===== src/utf8d_pkg.sv =====
// utf8d_pkg: shared types and constants for the utf-8 validating decoder
// holds the queue entry type passed from the front part to the back part
// no dependencies
package utf8d_pkg;

  // code points and utf-16 surrogate constants
  localparam logic [20:0] Replacement = 21'h00FFFD;
  localparam logic [20:0] MaxCode     = 21'h10FFFF;
  localparam logic [20:0] SurrHigh    = 21'h00D800;
  localparam logic [20:0] SurrLow     = 21'h00DC00;
  localparam logic [20:0] SurrLast    = 21'h00DFFF;
  localparam logic [20:0] PlaneBase   = 21'h010000;
  localparam logic [20:0] BmpLast     = 21'h00FFFF;

  // smallest legal value per sequence length
  localparam logic [20:0] Min2 = 21'h000080;
  localparam logic [20:0] Min3 = 21'h000800;
  localparam logic [20:0] Min4 = 21'h010000;

  // lead byte ranges
  localparam logic [7:0] Lead2First = 8'hC2;
  localparam logic [7:0] Lead2Last  = 8'hDF;
  localparam logic [7:0] Lead3First = 8'hE0;
  localparam logic [7:0] Lead3Last  = 8'hEF;
  localparam logic [7:0] Lead4First = 8'hF0;
  localparam logic [7:0] Lead4Last  = 8'hF4;
  localparam logic [7:0] AsciiLimit = 8'h80;

  // sequence lengths
  localparam logic [2:0] SeqNone = 3'd0;
  localparam logic [2:0] SeqLen2 = 3'd2;
  localparam logic [2:0] SeqLen3 = 3'd3;
  localparam logic [2:0] SeqLen4 = 3'd4;

  // default depth of the queue between the two parts
  localparam int unsigned QueueDepth = 4;

  // one queue entry: the results caused by one input item
  typedef struct packed {
    logic [2:0]  rep_cnt;   // number of replacement results, sent first
    logic        has_code;  // a decoded code point follows the replacements
    logic [20:0] code;      // the decoded code point
    logic        fin;       // the item closed the text
  } desc_t;

endpackage


===== src/utf8_validating_decoder.sv =====
// utf8_validating_decoder: top level of the utf-8 to utf-32/utf-16 decoder
// depends on utf8d_pkg, utf8d_front, utf8d_queue, utf8d_back
//
// Takes one utf-8 byte per cycle on the s_axis side (tlast marks the last
// byte of a text) and gives code points, or utf-16 units when utf16_output
// is set, on the m_axis side. Invalid bytes and broken, truncated, overlong,
// surrogate or out-of-range sequences give U+FFFD with tuser[0] set, one for
// the lead byte and one per continuation byte taken in; a byte that breaks a
// sequence is then decoded afresh. A byte yields zero to four items; m_axis
// tlast marks the last item caused by a byte and tuser[1] the last item of a
// text. A byte is taken every cycle while the result queue (QUEUE_DEPTH
// entries, one per byte that yields items) has room; while m_axis_tready is
// high one item goes out per cycle, and many-item bytes hold the input back
// only once the queue fills. Write utf16_output only while no work is pending.
module utf8_validating_decoder #(
  parameter int unsigned QUEUE_DEPTH = utf8d_pkg::QueueDepth
) (
  input  logic        clk_i,
  input  logic        rst_ni,
  // configuration
  input  logic        cfg_we_i,
  input  logic        cfg_wdata_i,     // utf16_output
  // byte input
  input  logic        s_axis_tvalid,
  output logic        s_axis_tready,
  input  logic [7:0]  s_axis_tdata,    // [7:0] data_byte
  input  logic        s_axis_tlast,    // is_final
  // result output
  output logic        m_axis_tvalid,
  input  logic        m_axis_tready,
  output logic [23:0] m_axis_tdata,    // [20:0] code_unit, [23:21] zero
  output logic [1:0]  m_axis_tuser,    // [0] replaced, [1] text_end
  output logic        m_axis_tlast     // run_end
);
  import utf8d_pkg::*;

  logic        utf16_output_q;
  logic        q_full;
  logic        push;
  desc_t       push_desc;
  logic        head_valid;
  desc_t       head;
  logic        pop;
  logic [20:0] code_unit;
  logic        replaced;
  logic        text_end;

  // mode register
  always_ff @(posedge clk_i or negedge rst_ni) begin
    if (!rst_ni) begin
      utf16_output_q <= 1'b1;
    end else if (cfg_we_i) begin
      utf16_output_q <= cfg_wdata_i;
    end
  end

  utf8d_front u_front (
    .clk_i       (clk_i),
    .rst_ni      (rst_ni),
    .in_valid_i  (s_axis_tvalid),
    .data_byte_i (s_axis_tdata),
    .is_final_i  (s_axis_tlast),
    .q_full_i    (q_full),
    .in_ready_o  (s_axis_tready),
    .push_o      (push),
    .desc_o      (push_desc)
  );

  utf8d_queue #(
    .Depth (QUEUE_DEPTH)
  ) u_queue (
    .clk_i       (clk_i),
    .rst_ni      (rst_ni),
    .push_i      (push),
    .push_data_i (push_desc),
    .pop_i       (pop),
    .full_o      (q_full),
    .valid_o     (head_valid),
    .head_o      (head)
  );

  utf8d_back u_back (
    .clk_i          (clk_i),
    .rst_ni         (rst_ni),
    .utf16_output_i (utf16_output_q),
    .head_valid_i   (head_valid),
    .head_i         (head),
    .pop_o          (pop),
    .out_valid_o    (m_axis_tvalid),
    .out_ready_i    (m_axis_tready),
    .code_unit_o    (code_unit),
    .replaced_o     (replaced),
    .run_end_o      (m_axis_tlast),
    .text_end_o     (text_end)
  );

  assign m_axis_tdata = {3'd0, code_unit};
  assign m_axis_tuser = {text_end, replaced};

endmodule


===== src/utf8d_front.sv =====
// utf8d_front: accepts utf-8 bytes, tracks the open sequence and classifies
// each byte into a queue entry of replacements and an optional code point
// depends on utf8d_pkg
module utf8d_front (
  input  logic                clk_i,
  input  logic                rst_ni,
  input  logic                in_valid_i,
  input  logic [7:0]          data_byte_i,
  input  logic                is_final_i,
  input  logic                q_full_i,
  output logic                in_ready_o,
  output logic                push_o,
  output utf8d_pkg::desc_t    desc_o
);
  import utf8d_pkg::*;

  logic [20:0] partial_value_q, partial_value_d;
  logic [1:0]  bytes_expected_q, bytes_expected_d;
  logic [2:0]  sequence_length_q, sequence_length_d;
  logic [1:0]  bytes_held_q, bytes_held_d;

  logic  accept;
  desc_t desc;

  assign in_ready_o = !q_full_i;
  assign accept     = in_valid_i && in_ready_o;

  // next state and result entry for the current byte
  always_comb begin
    logic        is_cont;
    logic        do_fresh;
    logic [20:0] v;
    logic [2:0]  held;
    logic [1:0]  left;
    logic [20:0] minimum;
    logic        bad;
    logic [2:0]  len;
    logic [20:0] bits;

    partial_value_d   = partial_value_q;
    bytes_expected_d  = bytes_expected_q;
    sequence_length_d = sequence_length_q;
    bytes_held_d      = bytes_held_q;
    desc.rep_cnt  = 3'd0;
    desc.has_code = 1'b0;
    desc.code     = {13'd0, data_byte_i};
    desc.fin      = is_final_i;

    is_cont  = (data_byte_i[7:6] == 2'b10);
    do_fresh = 1'b0;
    v        = {partial_value_q[14:0], data_byte_i[5:0]};
    held     = {1'b0, bytes_held_q} + 3'd1;
    left     = bytes_expected_q - 2'd1;
    len      = SeqNone;
    bits     = 21'd0;

    unique case (sequence_length_q)
      SeqLen2: minimum = Min2;
      SeqLen3: minimum = Min3;
      default: minimum = Min4;
    endcase
    bad = (v < minimum) || (v > MaxCode) || ((v >= SurrHigh) && (v <= SurrLast));

    if (bytes_expected_q != 2'd0) begin
      if (is_cont) begin
        if (left == 2'd0) begin
          // sequence complete: check the value
          partial_value_d   = 21'd0;
          bytes_expected_d  = 2'd0;
          sequence_length_d = SeqNone;
          bytes_held_d      = 2'd0;
          if (bad) begin
            desc.rep_cnt = held + 3'd1;
          end else begin
            desc.has_code = 1'b1;
            desc.code     = v;
          end
        end else if (is_final_i) begin
          // truncated at end of text
          desc.rep_cnt      = held + 3'd1;
          partial_value_d   = 21'd0;
          bytes_expected_d  = 2'd0;
          sequence_length_d = SeqNone;
          bytes_held_d      = 2'd0;
        end else begin
          partial_value_d  = v;
          bytes_expected_d = left;
          bytes_held_d     = held[1:0];
        end
      end else begin
        // broken sequence: flush, then decode this byte afresh
        desc.rep_cnt      = {1'b0, bytes_held_q} + 3'd1;
        partial_value_d   = 21'd0;
        bytes_expected_d  = 2'd0;
        sequence_length_d = SeqNone;
        bytes_held_d      = 2'd0;
        do_fresh          = 1'b1;
      end
    end else begin
      do_fresh = 1'b1;
    end

    // fresh decode of a byte outside any sequence
    if (do_fresh) begin
      if (data_byte_i < AsciiLimit) begin
        desc.has_code = 1'b1;
        desc.code     = {13'd0, data_byte_i};
      end else begin
        if (data_byte_i >= Lead2First && data_byte_i <= Lead2Last) begin
          len  = SeqLen2;
          bits = {16'd0, data_byte_i[4:0]};
        end else if (data_byte_i >= Lead3First && data_byte_i <= Lead3Last) begin
          len  = SeqLen3;
          bits = {17'd0, data_byte_i[3:0]};
        end else if (data_byte_i >= Lead4First && data_byte_i <= Lead4Last) begin
          len  = SeqLen4;
          bits = {18'd0, data_byte_i[2:0]};
        end
        if (len == SeqNone || is_final_i) begin
          desc.rep_cnt = desc.rep_cnt + 3'd1;
        end else begin
          partial_value_d   = bits;
          sequence_length_d = len;
          bytes_expected_d  = len[1:0] - 2'd1;
          bytes_held_d      = 2'd0;
        end
      end
    end
  end

  assign desc_o = desc;
  assign push_o = accept && ((desc.rep_cnt != 3'd0) || desc.has_code);

  // sequence state
  always_ff @(posedge clk_i or negedge rst_ni) begin
    if (!rst_ni) begin
      partial_value_q   <= 21'd0;
      bytes_expected_q  <= 2'd0;
      sequence_length_q <= SeqNone;
      bytes_held_q      <= 2'd0;
    end else if (accept) begin
      partial_value_q   <= partial_value_d;
      bytes_expected_q  <= bytes_expected_d;
      sequence_length_q <= sequence_length_d;
      bytes_held_q      <= bytes_held_d;
    end
  end

endmodule


===== src/utf8d_queue.sv =====
// utf8d_queue: small register queue of result entries between front and back
// depends on utf8d_pkg
module utf8d_queue #(
  parameter int unsigned Depth = utf8d_pkg::QueueDepth
) (
  input  logic             clk_i,
  input  logic             rst_ni,
  input  logic             push_i,
  input  utf8d_pkg::desc_t push_data_i,
  input  logic             pop_i,
  output logic             full_o,
  output logic             valid_o,
  output utf8d_pkg::desc_t head_o
);
  import utf8d_pkg::*;

  localparam int unsigned PtrW = (Depth > 1) ? $clog2(Depth) : 1;
  localparam int unsigned CntW = $clog2(Depth + 1);
  localparam logic [PtrW-1:0] LastPtr = PtrW'(Depth - 1);
  localparam logic [CntW-1:0] FullCnt = CntW'(Depth);

  desc_t           mem_q [Depth];
  logic [PtrW-1:0] wr_ptr_q, wr_ptr_d;
  logic [PtrW-1:0] rd_ptr_q, rd_ptr_d;
  logic [CntW-1:0] count_q, count_d;
  logic            do_push, do_pop;

  assign full_o  = (count_q == FullCnt);
  assign valid_o = (count_q != '0);
  assign head_o  = mem_q[rd_ptr_q];
  assign do_push = push_i && !full_o;
  assign do_pop  = pop_i && valid_o;

  // pointer and fill count update
  always_comb begin
    wr_ptr_d = wr_ptr_q;
    rd_ptr_d = rd_ptr_q;
    count_d  = count_q;
    if (do_push) begin
      wr_ptr_d = (wr_ptr_q == LastPtr) ? '0 : wr_ptr_q + 1'b1;
    end
    if (do_pop) begin
      rd_ptr_d = (rd_ptr_q == LastPtr) ? '0 : rd_ptr_q + 1'b1;
    end
    if (do_push && !do_pop) begin
      count_d = count_q + 1'b1;
    end else if (do_pop && !do_push) begin
      count_d = count_q - 1'b1;
    end
  end

  always_ff @(posedge clk_i or negedge rst_ni) begin
    if (!rst_ni) begin
      wr_ptr_q <= '0;
      rd_ptr_q <= '0;
      count_q  <= '0;
    end else begin
      wr_ptr_q <= wr_ptr_d;
      rd_ptr_q <= rd_ptr_d;
      count_q  <= count_d;
    end
  end

  // entry storage
  always_ff @(posedge clk_i) begin
    if (do_push) begin
      mem_q[wr_ptr_q] <= push_data_i;
    end
  end

endmodule


===== src/utf8d_back.sv =====
// utf8d_back: expands the head queue entry into result items, one per cycle
// while out_ready_i is high, in utf-16 mode splitting code points above the
// basic plane into surrogate pairs; depends on utf8d_pkg
module utf8d_back (
  input  logic             clk_i,
  input  logic             rst_ni,
  input  logic             utf16_output_i,
  input  logic             head_valid_i,
  input  utf8d_pkg::desc_t head_i,
  output logic             pop_o,
  output logic             out_valid_o,
  input  logic             out_ready_i,
  output logic [20:0]      code_unit_o,
  output logic             replaced_o,
  output logic             run_end_o,
  output logic             text_end_o
);
  import utf8d_pkg::*;

  logic [1:0]  idx_q, idx_d;
  logic        split;
  logic [2:0]  total;
  logic [2:0]  code_pos;
  logic [20:0] offset;
  logic        last;
  logic        take;

  assign split  = utf16_output_i && (head_i.code > BmpLast);
  assign offset = head_i.code - PlaneBase;

  // result count for the head entry
  always_comb begin
    total = head_i.rep_cnt;
    if (head_i.has_code) begin
      total = head_i.rep_cnt + (split ? 3'd2 : 3'd1);
    end
  end

  assign code_pos = {1'b0, idx_q} - head_i.rep_cnt;
  assign last     = ({1'b0, idx_q} == (total - 3'd1));

  // result selection
  always_comb begin
    code_unit_o = head_i.code;
    replaced_o  = 1'b0;
    if ({1'b0, idx_q} < head_i.rep_cnt) begin
      code_unit_o = Replacement;
      replaced_o  = 1'b1;
    end else if (split) begin
      if (code_pos == 3'd0) begin
        code_unit_o = SurrHigh + {11'd0, offset[19:10]};
      end else begin
        code_unit_o = SurrLow + {11'd0, offset[9:0]};
      end
    end
  end

  assign out_valid_o = head_valid_i;
  assign run_end_o   = last;
  assign text_end_o  = last && head_i.fin;
  assign take        = out_valid_o && out_ready_i;
  assign pop_o       = take && last;

  // position within the entry
  always_comb begin
    idx_d = idx_q;
    if (take) begin
      idx_d = last ? 2'd0 : idx_q + 2'd1;
    end
  end

  always_ff @(posedge clk_i or negedge rst_ni) begin
    if (!rst_ni) begin
      idx_q <= 2'd0;
    end else begin
      idx_q <= idx_d;
    end
  end

endmodule


===== config.mk =====
export PLATFORM = sky130hd
export DESIGN_NAME = utf8_validating_decoder
export DESIGN_NICKNAME = d
export VERILOG_FILES = /design/src/utf8d_pkg.sv /design/src/utf8_validating_decoder.sv /design/src/utf8d_front.sv /design/src/utf8d_queue.sv /design/src/utf8d_back.sv
export SDC_FILE = /design/constraint.sdc
export NUM_CORES = 1
export LEC_CHECK = 0
export BUFFER_PORTS_ARGS = -buffer_cell sky130_fd_sc_hd__buf_2
export CORE_MARGIN = 2
export CORE_UTILIZATION = 30
export DETAILED_ROUTE_END_ITERATION = 7
export GPL_ROUTABILITY_DRIVEN = 0
export GPL_TIMING_DRIVEN = 0
export PLACE_DENSITY = 0.49
export SLEW_MARGIN = 20
export SYNTH_ARGS = -nofsm -noshare
export SYNTH_HDL_FRONTEND = slang
export SYNTH_SLANG_ARGS = --single-unit

===== constraint.sdc =====
create_clock -name clk_i -period 6.4 [get_ports clk_i]
set_clock_uncertainty 0.2 [all_clocks]
set_input_delay 0.96 -clock clk_i [delete_from_list [all_inputs] [get_ports clk_i]]
set_output_delay 0.96 -clock clk_i [all_outputs]
set_load 0.005 [all_outputs]

==> metrics.yaml <==
status: "complete, no violations"
r2r_cells: 19
grt_pass1_vias: 3993
start_util_pct: 30.8
finalHoldViolations: 0
end_kind: "output port"
grt_pass1_wl_um: 22900
p_leak_nw: 2.84
layout_common_cells: "104 x edfxtp_1, 46 x buf_2, 31 x dfrtp_1, 26 x mux4_2, 26 x nand2_1"
overflow: 0
critPathSlowestCell: "fa_1"
synth_ff_type: "edfxtp_1"
startpoint_type: "flop"
dpl.hpwl_um: 10400
path_cells: "buf_2 -> clkbuf_2 -> mux4_2 -> nand4_1 -> nor4_2 -> mux2i_1 -> nand2_1 -> ha_1 -> fa_1 -> mux2i_1 -> ha_1 -> xor2_1 -> xnor2_1 -> nor3_2 -> and2_1 -> buf_4 -> buf_2"
postRouteAntennaNets: 0
h-tree-depth: 4
clk_pin_slew_ps: 60
rr_startpoint: "u_queue.rd_ptr_q[1]"
drc: 0
dp_cells: 770
drive_above_1_share_pct: 25.7
drv_slew: 0
path_class: "flop to output port"
crit_path_end: "m_axis_tuser[1]"
clock_latency_ps: 410
final.setup.tns_ps: 0
synth_area_sq_um: 6500
crit_fanout: 10
period_share_pct: 93.1
post_cts_buffers: 0
path_depth: 17
avgSynthCellArea_sq_um: 14.4
power_density_nw_per_um2: 474
die_w_um: 151
worstSetupStartpoint: "u_queue.rd_ptr_q[1]"
synth-seq-area-share_pct: 60.3
synthArstFlopShare_pct: 23.5
worstPathRequired_ps: 5240
layout.nets: 551
synth_cells: 453
wire_per_inst_um: 18.5
tritoncts: "done"
first_pass_iters: 4
clockBufferDepth: 2
placedInstanceArea_sq_um: 7060
grt_max_degree: 33
setup_violations: 0
fin_crit_ps: 5960
yosys_warnings: 0
slew_headroom_pct: 47.0
synth-seq-cells: 136
io_pins: 44
core_sq_um: 21200
drv_cap: 0
die-area_sq_um: 22900
antennaDiodeCount: 0
antenna_found_initial: 0
area_growth_syn_to_layout_pct: 16.6
worstMarginPinSlew_ps: 794
via_per_inst: 4.93
root_buffer: "clkbuf_16"
cp_num_buf_inv: 4
synth_cell_types: 65
rows: 53
fmax_ghz: 0.168
rr_endpoint: "u_queue.count_q[1]"
rrSetupSlack_ps: 720
clkSinkCount: 136
final_cell_area_sq_um: 7580
worstHoldPathType: "flop to flop"
stdcell_count: 800
num_vias: 3943
cts_buffers: 17
ir_drop_mv: 0.182
finalWirelength_um: 14800
grt_use_total_pct: 13.8
crit_path_max_incr_delay_ps: 490
die_y_um: 151
portBuffers: 40
crit_family: "simple AND/OR/NAND/NOR gates"
final_common_cell: "edfxtp_1"
arrival_ps: 4800
drtIter0Drc: 215
synth_edf_count: 104
rsz0062_at_grt: "false"
[flip-flops by register name, summed over array words and instances, names as in the netlist]
name	flops
utf16_output_q	1
u_front.bytes_expected_q	2
u_front.sequence_length_q	3
u_queue.mem_q	104
u_queue.rd_ptr_q	2
u_front.bytes_held_q	2
u_back.idx_q	2
u_queue.count_q	3
u_queue.wr_ptr_q	2
u_front.partial_value_q	15
[worst register-to-register path, cell delays in order (launching register included)]
cell and delay, ps:
dfrtp_1 340, buf_2 260, clkbuf_2 370, mux4_2 340, nand4_1 130, nor4_2 370
mux2i_1 330, nand2_1 230, ha_1 260, fa_1 490, mux2i_1 70, ha_1 190
xor2_1 170, xnor2_1 140, nor3_2 310, nand3_1 300, ha_1 320, inv_1 70
fa_1 400, mux2_2 260
[worst min path at each step]
| stage | from | end | slack (ps) | cells after the start |
|---|---|---|---|---|
| 2_1_floorplan | u_queue.count_q[2] | u_queue.count_q[2] | 250 | 1 |
| 3_3_place_gp | u_queue.count_q[2] | u_queue.count_q[2] | 270 | 1 |
| 3_5_place_dp | u_queue.count_q[2] | u_queue.count_q[2] | 300 | 1 |
| 4_1_cts | u_queue.count_q[2] | u_queue.count_q[2] | 310 | 1 |
| 5_1_grt | u_queue.count_q[2] | u_queue.count_q[2] | 310 | 1 |
| 6_report | u_queue.count_q[2] | u_queue.count_q[2] | 300 | 1 |
[where the power goes]
group | switching (mW) | internal (mW)
clock | 0.334 | 0.521
sequential | 0.0837 | 1.17
combinational | 0.843 | 0.642
[cell usage after synthesis (all sizes together) (3+ instances only)]
library cell,count,area share [%]
edfxtp,104,48
dfrtp,31,12
mux4,26,9.0
nand2,26,1.5
nor2,23,1.3
nor3,20,1.6
ha,19,3.7
inv,18,1.0
buf,17,1.8
a22o,16,2.2
and3,13,1.3
clkbuf,10,0.58
a21oi,9,0.69
and2,9,0.94
o21ai,8,0.62
a31oi,7,0.67
mux2,7,1.3
mux2i,7,1.1
xnor2,7,0.94
nand2b,6,0.58
nand4,6,0.58
nand3,5,0.38
or2,5,0.48
xor2,5,0.67
nor2b,4,0.38
or4,4,0.58
fa,3,0.92
o21a,3,0.35
[kinds of logic (layout without fill, tap and decap cells)]
logic type      Yosys count  count (layout)  share of synthesized area, %
compound gates           64              64                          7.44
xor+xnor                 12              12                          1.62
fa+ha+maj                22              22                          4.58
buf+inv                  45             115                          3.46
flops                   136             136                          60.3
mux                      40              40                          11.4
other cells               1               3                        0.0576
simple gates            133             133                          11.1
[per-layer routing]
| metal | GRT usage, % | part of all wire [%] | vias to the layer above |
|---|---|---|---|
| li1 | - | - | 1860 |
| met1 | 18.2 | 48 | 1969 |
| met2 | 22.3 | 47 | 96 |
| met3 | 3.40 | 3.4 | 18 |
| met4 | 4.77 | 1.7 | 0 |
| met5 | 0 | 0 | - |
[through the flow]
stage / setup WS, ps / util, % / hold WS, ps / power, mW
2_1_floorplan: 1570 / - / 255 / 2.31
3_3_place_gp: 373 / 33.4 / 271 / 2.74
3_5_place_dp: 283 / 33.4 / 299 / 2.78
4_1_cts: 11.2 / 35.8 / 306 / 3.64
5_1_grt: 109 / 35.8 / 310 / 3.84
6_report: 439 / 35.8 / 305 / 3.60
[final cells by class]
class	instances	area, sq um
clock inverters	11	85.1
well taps	275	344
inverters	18	67.6
repair buffers	40	200
plain buffers	27	160
flip-flops and latches	136	3930
clock buffers	19	433
multi-input cells	274	2370
fillers	2013	13600
[repair_timing]
item / in CTS / in global routing
hold buffers: 0 / 0
hold endpoints to repair: 0 / 0
cloned: 0 / 0
setup endpoints to repair: 1 / 4
resized for setup: 1 / 3
No activity file was read; power rests on OpenSTA's default activity.
